===== config.mk =====
export PLATFORM = sky130hd
export DESIGN_NAME = sem_magnitude
export DESIGN_NICKNAME = d
export VERILOG_FILES = /design/src/rtl/core/sem_pkg.sv /design/src/rtl/core/sem_magnitude.sv
export SDC_FILE = /design/constraint.sdc
export NUM_CORES = 1
export LEC_CHECK = 0
export BUFFER_PORTS_ARGS = -buffer_cell sky130_fd_sc_hd__buf_2
export CORE_MARGIN = 4
export CORE_UTILIZATION = 60
export CTS_CLUSTER_DIAMETER = 120
export DETAILED_ROUTE_END_ITERATION = 12
export GPL_ROUTABILITY_DRIVEN = 0
export PLACE_DENSITY = 0.86
export SLEW_MARGIN = 20
export SYNTH_ARGS = -nofsm -noshare
export SYNTH_HDL_FRONTEND = slang
export SYNTH_SLANG_ARGS = --single-unit

===== constraint.sdc =====
create_clock -name clk -period 8.4 [get_ports clk]
set_input_delay 0.84 -clock clk [delete_from_list [all_inputs] [get_ports clk]]
set_output_delay 0.84 -clock clk [all_outputs]
set_load 0.01 [all_outputs]

===== src/rtl/core/sem_pkg.sv =====
// ----------------------------------------------------------------------------
// sem_pkg
// Shared types and constants for the Sobel edge magnitude block.
// ----------------------------------------------------------------------------
`timescale 1ns / 1ps

package sem_pkg;

	localparam int MAX_WIDTH_DEF  = 1024;
	localparam int MAX_HEIGHT_DEF = 1024;

	localparam int CFG_W  = 11;
	localparam int PIX_W  = 8;
	localparam int GRAD_W = 10;
	localparam int MAG_W  = 8;

	localparam logic [CFG_W-1:0] WIDTH_RST  = 11'd640;
	localparam logic [CFG_W-1:0] HEIGHT_RST = 11'd480;

	typedef enum logic {
		REG_WIDTH  = 1'b0,
		REG_HEIGHT = 1'b1
	} cfg_reg_t;

	// absolute gradients of one interior pixel
	typedef struct packed {
		logic [GRAD_W-1:0] ax;
		logic [GRAD_W-1:0] ay;
		logic              last;
	} grad_t;

endpackage


===== src/rtl/core/sem_magnitude.sv =====
// ----------------------------------------------------------------------------
// sem_magnitude
// Squares and sums the gradients, then a two-stage digit-by-digit
// integer square root, saturated at 255.
// ----------------------------------------------------------------------------
`timescale 1ns / 1ps

module sem_magnitude (
	input  logic                       clk,
	input  logic                       arst_n,
	input  logic                       grad_valid,
	output logic                       grad_ready,
	input  sem_pkg::grad_t             grad,
	output logic                       res_valid,
	input  logic                       res_ready,
	output logic [sem_pkg::MAG_W-1:0]  magnitude,
	output logic                       frame_last
);

	localparam int GRAD_W = sem_pkg::GRAD_W;
	localparam int MAG_W  = sem_pkg::MAG_W;
	localparam int SQ_W   = 2 * GRAD_W;

	typedef struct packed {
		logic [11:0]      rem;
		logic [MAG_W-1:0] root;
	} root_t;

	function automatic root_t sqrt_step(input root_t st, input logic [1:0] pair);
		root_t       nx;
		logic [11:0] r;
		logic [11:0] trial;
		r     = {st.rem[9:0], pair};
		trial = {2'b00, st.root, 2'b01};
		if (r >= trial) begin
			nx.rem  = r - trial;
			nx.root = {st.root[MAG_W-2:0], 1'b1};
		end else begin
			nx.rem  = r;
			nx.root = {st.root[MAG_W-2:0], 1'b0};
		end
		return nx;
	endfunction

	logic               v1_q, v2_q, v3_q;
	logic               rdy1, rdy2, rdy3;
	logic [SQ_W-1:0]    sqx_s1, sqy_s1;
	logic               last_s1, last_s2, last_s3;
	logic [SQ_W:0]      sum;
	root_t              hi_d, lo_d, st_s2;
	logic [7:0]         low_s2;
	logic               sat_s2;
	logic [MAG_W-1:0]   mag_s3;

	assign rdy3       = !v3_q || res_ready;
	assign rdy2       = !v2_q || rdy3;
	assign rdy1       = !v1_q || rdy2;
	assign grad_ready = rdy1;

	always_comb begin
		sum  = {1'b0, sqx_s1} + {1'b0, sqy_s1};
		hi_d = '0;
		for (int i = 0; i < 4; i++)
			hi_d = sqrt_step(hi_d, sum[15 - 2*i -: 2]);
		lo_d = st_s2;
		for (int i = 0; i < 4; i++)
			lo_d = sqrt_step(lo_d, low_s2[7 - 2*i -: 2]);
	end

	always_ff @(posedge clk or negedge arst_n) begin
		if (!arst_n) begin
			v1_q <= 1'b0;
			v2_q <= 1'b0;
			v3_q <= 1'b0;
		end else begin
			if (rdy1)
				v1_q <= grad_valid;
			if (rdy2)
				v2_q <= v1_q;
			if (rdy3)
				v3_q <= v2_q;
		end
	end

	always_ff @(posedge clk) begin
		if (grad_valid && rdy1) begin
			sqx_s1  <= SQ_W'(grad.ax) * SQ_W'(grad.ax);
			sqy_s1  <= SQ_W'(grad.ay) * SQ_W'(grad.ay);
			last_s1 <= grad.last;
		end
		if (v1_q && rdy2) begin
			st_s2   <= hi_d;
			low_s2  <= sum[7:0];
			sat_s2  <= |sum[SQ_W:16];
			last_s2 <= last_s1;
		end
		if (v2_q && rdy3) begin
			mag_s3  <= sat_s2 ? {MAG_W{1'b1}} : lo_d.root;
			last_s3 <= last_s2;
		end
	end

	assign res_valid  = v3_q;
	assign magnitude  = mag_s3;
	assign frame_last = last_s3;

endmodule


==> results of run 1 <==
-- layer usage --
metal  routed length (um)  global-route usage
met2                10700               0.394
met3                  879              0.0400
met4                  782              0.0923
met1                 8190               0.261
met5                    0                   0
-- worst max-delay path by stage --
stage,end,slack (ps),cells after the start
CTS,magnitude[0],810,29
finish,magnitude[0],690,29
global placement,magnitude[0],1120,29
detailed placement,magnitude[0],800,29
global route,magnitude[0],140,29
floorplan,magnitude[0],1750,32
-- worst register-to-register path: cells and delay by family (launching register included) --
kind                       cells  cell delay (ps)
and+or+nand+nor               12             2940
buffers and inverters          2              500
AOI/OAI and AO/OA             10             1870
muxes                          1              410
adders and majority gates      4             1340
DFF                            1              380
-- area by class of cell --
cell class              instances  area share
clock buffers                   9      0.0202
clock inverters                 7     0.00381
inverters                     155      0.0521
multi-input cells             852       0.683
flip-flops and latches         75       0.200
well taps                     225      0.0252
repair buffers                 35      0.0157
-- cell usage after synthesis, drive strengths merged (20+ instances only) --
master and number:
inv 155, ha 153, fa 91, edfxtp 72
nand2 65, nor2 65, and2 64, xnor2 55
a21oi 46, o21ai 32, nand3 24, nor3 23
clkbuf 21, xor2 20
-- layout by cell type, fill, tap and decap left out, drive strengths merged, types with 5 or more instances in the layout --
master,instances
inv,156
ha,153
fa,91
edfxtp,72
nand2,65
nor2,65
and2,64
xnor2,55
a21oi,46
buf,35
o21ai,32
nand3,24
nor3,23
xor2,20
a21o,19
nor2b,18
nand2b,13
o21a,13
and3,12
or3,11
or2,10
mux2,10
clkbuf,9
o211ai,8
mux2i,8
a31oi,7
o21bai,7
a211oi,7
a31o,5
o31ai,5
clkinv,5
-- state kept, by name, summed over array words and instances, names as in the netlist --
register and count:
sat_s2 1, st_s2 14, res_valid 1, magnitude 8, last_s1 1, sqy_s1 19
sqx_s1 19, frame_last 1, low_s2 8, v1_q 1, last_s2 1, v2_q 1
-- cells by family (layout without fill, tap and decap cells) --
group | Yosys count | count (layout)
adders and majority gates | 244 | 244
and+or+nand+nor | 325 | 325
DFF | 75 | 75
AOI/OAI and AO/OA | 190 | 190
buffers and inverters | 180 | 206
xor gates and xnor gates | 75 | 75
muxes | 18 | 18
-- through the flow --
step	setup slack, ps	util	std cells	hold slack [ps]	instance area, sq um
5_1_grt	135	0.648	1358	265	11200
6_report	693	0.648	1358	278	11200
2_1_floorplan	1750	-	1107	400	10500
4_1_cts	810	0.648	1358	265	11200
3_5_place_dp	796	0.632	1342	408	10900
3_3_place_gp	1120	0.632	1342	404	10900
==> reports/qor.txt, run 1 <==
Clk root buf: clkbuf_16
Post-synthesis simple-gate area fraction: 0.163
Core area: 17200 sq um
WP buf/inv: 2
EDFF count, synth: 72
# rows: 48
Mapped Area: 10500 sq um
Run status: complete, no violations
# Post-CTS Setup Buffers: 0
Post_cts resized: 0
Seq/Total Area, Yosys: 0.212
DR iter-0 viols: 319
Final Max Slew Viols: 0
Distinct cells, synth: 78
Post-Synth Adder-Cell Area: 0.354
Post-route ant nets: 0
Final wirelength: 20.5 mm
CTS tree: built
Vias in the first global route: 8262
Worst Hold Class: primary input to asynchronous set/reset pin
CTS buffer count: 9
First drt pass iteration count: 5
# setup viols final: 0
Cts-stage hold buffer count: 0
Layout net count: 1397
Top_reg_cell synth: edfxtp_1
Drt drc: 0
Crit-path max FO: 14
Slew @ Worst Pin: 1050 ps
Worst Path Arrival: 7790 ps
Post-synthesis compound-gate area fraction: 0.124
CP Capture Type: flip-flop
Area grow syn2layout: 5.87%
Die Wd: 141 um
Multi-input combinational cell area: 7620 sq um
First-pass GRT wire length: 36.2 mm
Reg2reg setup slack: 690 ps
H-tree Lvls: 3
Fmax: 130 MHz
Critical path launch point type: flip-flop
Die area: 19800 sq um
Slowest stage delay, CP: 570 ps
TNS Setup: 0 ps
Max cap viols: 0
Crit Path Category: flip-flop to flip-flop
Largest family of logic cells by synthesized area: adder cells
Slew headroom: 0.298
Syn Nets: 1376
RSZ-0062 raised after global routing: no
Asr flop ratio synth: 0.0400
Most used cell along the critical path: ha_1
Ports: 36
Vias/cell: 5.81
Reg-to-reg endpoint: magnitude[0]
YS warnings: 0
Initial antenna violation count: 0
Synthesized area per cell: 9.53 sq um
Vias: 7887
Crit path launch: st_s2[2]
Register Area: 2240 sq um
Largest delay share family, worst path: simple AND/OR/NAND/NOR gates
Post-DP HPWL: 16.9 mm
Top cell type's share of synthesized area: 0.205
Slowest-stage cell, CP: or3_1
Mux share of post-synthesis cell area: 0.0193
Synth area leaders: edfxtp_1 (20%), ha_1 (18%), fa_1 (17%), inv_1 (5.5%), xnor2_1 (4.6%)
Clock sinks: 75
Syn Inst Count: 1107
GR Util All Layers: 0.221
CP required: 8480 ps
Largest net degree at the start of global routing: 40
Port Buffers: 35
Worst-path clk slew: 60 ps
Worst skew pair latency: 340 ps
Final Hold Fails: 0
Clock Path Buffers: 2
Critical R2R Launch: st_s2[2]
Post-Synth XOR/XNOR Area: 0.0623
Share of cells above drive strength 1: 0.0741
Final worst path period share: 0.918
Clock skew: 8.02 ps
DR WL/cell: 15.1 um
Die height: 141 um
R2R cell count: 29
Ant diodes: 0
Min Clock Period, post-route: 7710 ps
Fillers: 1351
Starting density of the core: 0.612
Yosys reg bits: 75
Global route total overflow: 0
Synth area leader: edfxtp_1
Power of run 1 is left out: the tool's default activity adds up to more than one toggle a clock period on the data nets, which glitch-free logic cannot reach.
==> run 2, diff against run 1 <==
--- a/config.mk
+++ b/config.mk
@@ -10,7 +10,6 @@
 export CORE_UTILIZATION = 60
 export CTS_CLUSTER_DIAMETER = 120
 export DETAILED_ROUTE_END_ITERATION = 12
-export GPL_ROUTABILITY_DRIVEN = 0
 export PLACE_DENSITY = 0.86
 export SLEW_MARGIN = 20
 export SYNTH_ARGS = -nofsm -noshare
==> constraint.sdc (replaced) <==
create_clock -name clk -period 8.4 [get_ports clk]
set_input_delay 0.84 -clock clk [delete_from_list [all_inputs] [get_ports clk]]
set_output_delay 0.84 -clock clk [all_outputs]
set_load 0.1 [all_outputs]
==> reports/qor.txt, run 2 (synthesis results as in run 1) <==
Run status: complete, no violations
GR Util All Layers: 0.222
Ports: 36
Cts-stage hold buffer count: 0
Reg2reg setup slack: 640 ps
Worst skew pair latency: 350 ps
Final Max Slew Viols: 0
Global route total overflow: 0
Clock Path Buffers: 2
Area grow syn2layout: 6.30%
Worst Path Arrival: 7840 ps
Die height: 141 um
Slew headroom: 0.393
Initial antenna violation count: 0
Core area: 17200 sq um
Clock skew: 7.60 ps
Clock sinks: 75
Crit path launch: st_s2[2]
Final Hold Fails: 0
Inst Count DP: 1343
CTS tree: built
First-pass GRT wire length: 36.3 mm
Worst slack, placed: 816 ps
Most frequent cells in the layout: inv_1 (154), ha_1 (153), fa_1 (91), edfxtp_1 (72), nand2_1 (65)
RSZ-0062 raised after global routing: no
Most common cell after layout, fill and taps aside: inv_1
Worst-path clk slew: 60 ps
Top flop regs: sqx_s1 (19), sqy_s1 (19), st_s2 (14)
# rows: 48
# setup viols final: 0
Die area: 19800 sq um
Worst Hold Class: primary input to asynchronous set/reset pin
Slew @ Worst Pin: 887 ps
Crit-path max FO: 14
Final wirelength: 20.7 mm
Vias/cell: 5.72
Finished Layout Cells: 1359
Most used cell along the critical path: ha_1
Final worst slack: 640 ps
Vias in the first global route: 8011
Starting density of the core: 0.612
First drt pass iteration count: 5
Port Buffers: 35
Crit Path Category: flip-flop to flip-flop
Share of cells above drive strength 1: 0.0776
Reg-to-reg endpoint: magnitude[0]
DR iter-0 viols: 430
CP required: 8480 ps
Layout net count: 1398
Post-route ant nets: 0
R2R cell count: 30
Clk root buf: clkbuf_16
Largest net degree at the start of global routing: 40
Max cap viols: 0
Die Wd: 141 um
Critical Path End: magnitude[0]
Post_cts resized: 0
Drt drc: 0
DR WL/cell: 15.2 um
# Post-CTS Setup Buffers: 0
Vias: 7778
Critical R2R Launch: st_s2[2]
Fmax: 129 MHz
Layout Utilization: 0.650
Slowest stage delay, CP: 580 ps
Final worst path period share: 0.924
Ant diodes: 0
CTS buffer count: 9
TNS Setup: 0 ps
Critical path launch point type: flip-flop
Post-DP HPWL: 16.9 mm
CP Capture Type: flip-flop
H-tree Lvls: 3
Slowest-stage cell, CP: or3_1
Placer Congestion: 0.903
Min Clock Period, post-route: 7760 ps
run 2: changes by cell type in the layout (fill, tap and decap cells not counted):
cell        delta
and2_1         -1
and2_2         +1
buf_4          +1
bufinv_16      +1
clkinv_1       -2
clkinv_2       -1
clkinv_4       -1
clkinvlp_4     -1
inv_6          +4
run 2: area by class of cell:
type,count,area (sq um)
clock inverters,7,78.8
repair buffers,36,183
fillers,1401,6020
flip-flops and latches,75,2240
inverters,155,582
well taps,225,282
clock buffers,9,225
multi-input cells,852,7620
run 2: worst min path at each step:
stage | from | to | cells after the start
after floorplan | last_s2 | frame_last | 0
after detailed placement | last_s1 | last_s2 | 0
after global routing | arst_n | res_valid | 1
after global placement | last_s1 | last_s2 | 0
final | arst_n | res_valid | 1
after CTS | arst_n | res_valid | 1
run 2: stage by stage:
stage,area (sq um),hold slack [ps]
after floorplan,10500,400
after global placement,10900,406
after detailed placement,10900,409
after CTS,11200,264
after global routing,11200,267
final,11200,274
run 2: critical path: cells and delay by family (launching register included):
| family | cells | cell delay (ps) |
|---|---|---|
| DFF | 1 | 390 |
| buffers and inverters | 3 | 740 |
| AOI/OAI and AO/OA | 10 | 1920 |
| muxes | 1 | 410 |
| and+or+nand+nor | 12 | 2660 |
| adders and majority gates | 4 | 1360 |
run 2: routing by layer:
layer	up-vias	global-route usage	wire length, um
li1	3853	-	-
met1	3781	0.275	8860
met2	115	0.405	10800
met3	29	0.0248	519
met4	0	0.0699	445
met5	-	0	0
Power of run 2 is left out for the same reason.
==> run 3, diff against run 2 <==
--- a/config.mk
+++ b/config.mk
@@ -6,9 +6,11 @@
 export NUM_CORES = 1
 export LEC_CHECK = 0
 export BUFFER_PORTS_ARGS = -buffer_cell sky130_fd_sc_hd__buf_2
+export CORE_ASPECT_RATIO = 0.5
 export CORE_MARGIN = 4
 export CORE_UTILIZATION = 60
 export CTS_CLUSTER_DIAMETER = 120
+export CTS_CLUSTER_SIZE = 10
 export DETAILED_ROUTE_END_ITERATION = 12
 export PLACE_DENSITY = 0.86
 export SLEW_MARGIN = 20
==> reports/qor.txt, run 3 (synthesis results as in run 1) <==
Clock skew: 13.1 ps
Global route total overflow: 0
Multi-input combinational cell area: 7620 sq um
Die Wd: 196 um
Drt drc: 0
Register Area: 2240 sq um
Slowest stage delay, CP: 580 ps
Min Clock Period, post-route: 7790 ps
Fillers: 1317
DR WL/cell: 15.7 um
Vias/cell: 5.82
First drt pass iteration count: 4
Most common cell after layout, fill and taps aside: inv_1
Area grow syn2layout: 6.04%
TNS Setup: 0 ps
Slowest-stage cell, CP: or3_1
GR Util All Layers: 0.226
Hold_ws: 280 ps
Post-route ant nets: 0
CTS buffer count: 9
Most frequent cells in the layout: inv_1 (154), ha_1 (153), fa_1 (91), edfxtp_1 (72), nand2_1 (65)
# Post-CTS Setup Buffers: 0
Die height: 102 um
DR iter-0 viols: 417
Worst Path Arrival: 7880 ps
Starting density of the core: 0.628
Slew @ Worst Pin: 974 ps
Top flop regs: sqx_s1 (19), sqy_s1 (19), st_s2 (14)
Most used cell along the critical path: ha_1
Largest net degree at the start of global routing: 40
Final Max Slew Viols: 0
Final worst slack: 607 ps
Cts-stage hold buffer count: 0
Worst-path clk slew: 70 ps
H-tree Lvls: 3
First-pass GRT wire length: 37.2 mm
CP Capture Type: flip-flop
Vias: 7916
# rows: 33
Final worst path period share: 0.928
Final Hold Fails: 0
Reg2reg setup slack: 610 ps
Clock Path Buffers: 2
Worst Hold Class: primary input to asynchronous set/reset pin
# setup viols final: 0
Port Buffers: 35
Die area: 19900 sq um
Worst skew pair latency: 340 ps
CTS tree: built
Worst slack, placed: 696 ps
Layout net count: 1397
Clk root buf: clkbuf_16
Clock sinks: 75
Crit-path max FO: 14
Placer Congestion: 0.933
Share of cells above drive strength 1: 0.0759
Fmax: 128 MHz
Core area: 16800 sq um
Critical path launch point type: flip-flop
Crit Path Category: flip-flop to flip-flop
Vias in the first global route: 8081
Final wirelength: 21.4 mm
Cell area after layout: 11200 sq um
Run status: complete, no violations
Max cap viols: 0
Post-DP HPWL: 17.5 mm
RSZ-0062 raised after global routing: no
Ant diodes: 0
CP required: 8490 ps
Ports: 36
Post_cts resized: 0
Slew headroom: 0.350
Placed Area: 10900 sq um
Initial antenna violation count: 0
run 3: cell count changes in the layout (fill, tap and decap cells not counted):
cell,previous run,this run
and2_1,62,63
inv_6,5,3
clkinvlp_4,0,2
and2_2,2,1
buf_4,1,0
inv_8,0,1
bufinv_16,1,0
run 3: area by class of cell:
type	instances	area share
Tap cell	227	0.0254
Clock inverter	7	0.00515
Timing Repair Buffer	35	0.0157
Sequential cell	75	0.200
Inverter	155	0.0520
Multi-Input combinational cell	852	0.682
Clock buffer	9	0.0201
run 3: critical path: cells and delay by family (launching register included):
| family | cells | cell delay, ps |
|---|---|---|
| AOI/OAI and AO/OA | 10 | 1890 |
| adders and majority gates | 4 | 1310 |
| buffers and inverters | 2 | 510 |
| DFF | 1 | 410 |
| muxes | 1 | 410 |
| and+or+nand+nor | 12 | 2980 |
run 3: per-stage QoR:
step / util / instances
2_1_floorplan: - / 1107
3_3_place_gp: 0.649 / 1344
3_5_place_dp: 0.649 / 1344
4_1_cts: 0.666 / 1360
5_1_grt: 0.666 / 1360
6_report: 0.666 / 1360
run 3: metal layers:
layer / share of wire / global-route usage / wire length (um) / vias up
li1: - / - / - / 3853
met1: 0.44 / 0.287 / 9480 / 3875
met2: 0.50 / 0.410 / 10700 / 155
met3: 0.035 / 0.0289 / 747 / 33
met4: 0.020 / 0.0681 / 430 / 0
met5: 0 / 0 / 0 / -
run 3: final timing paths:
path,start,end,cells after the start
hold / removal,arst_n,v2_q,1
min in group clk,last_s1,last_s2,0
setup reg to reg,st_s2[2],magnitude[0],29
max in group asynchronous,arst_n,v1_q,1
setup / recovery,st_s2[2],magnitude[0],29
hold reg to reg,last_s1,last_s2,0
Power of run 3 is left out for the same reason.
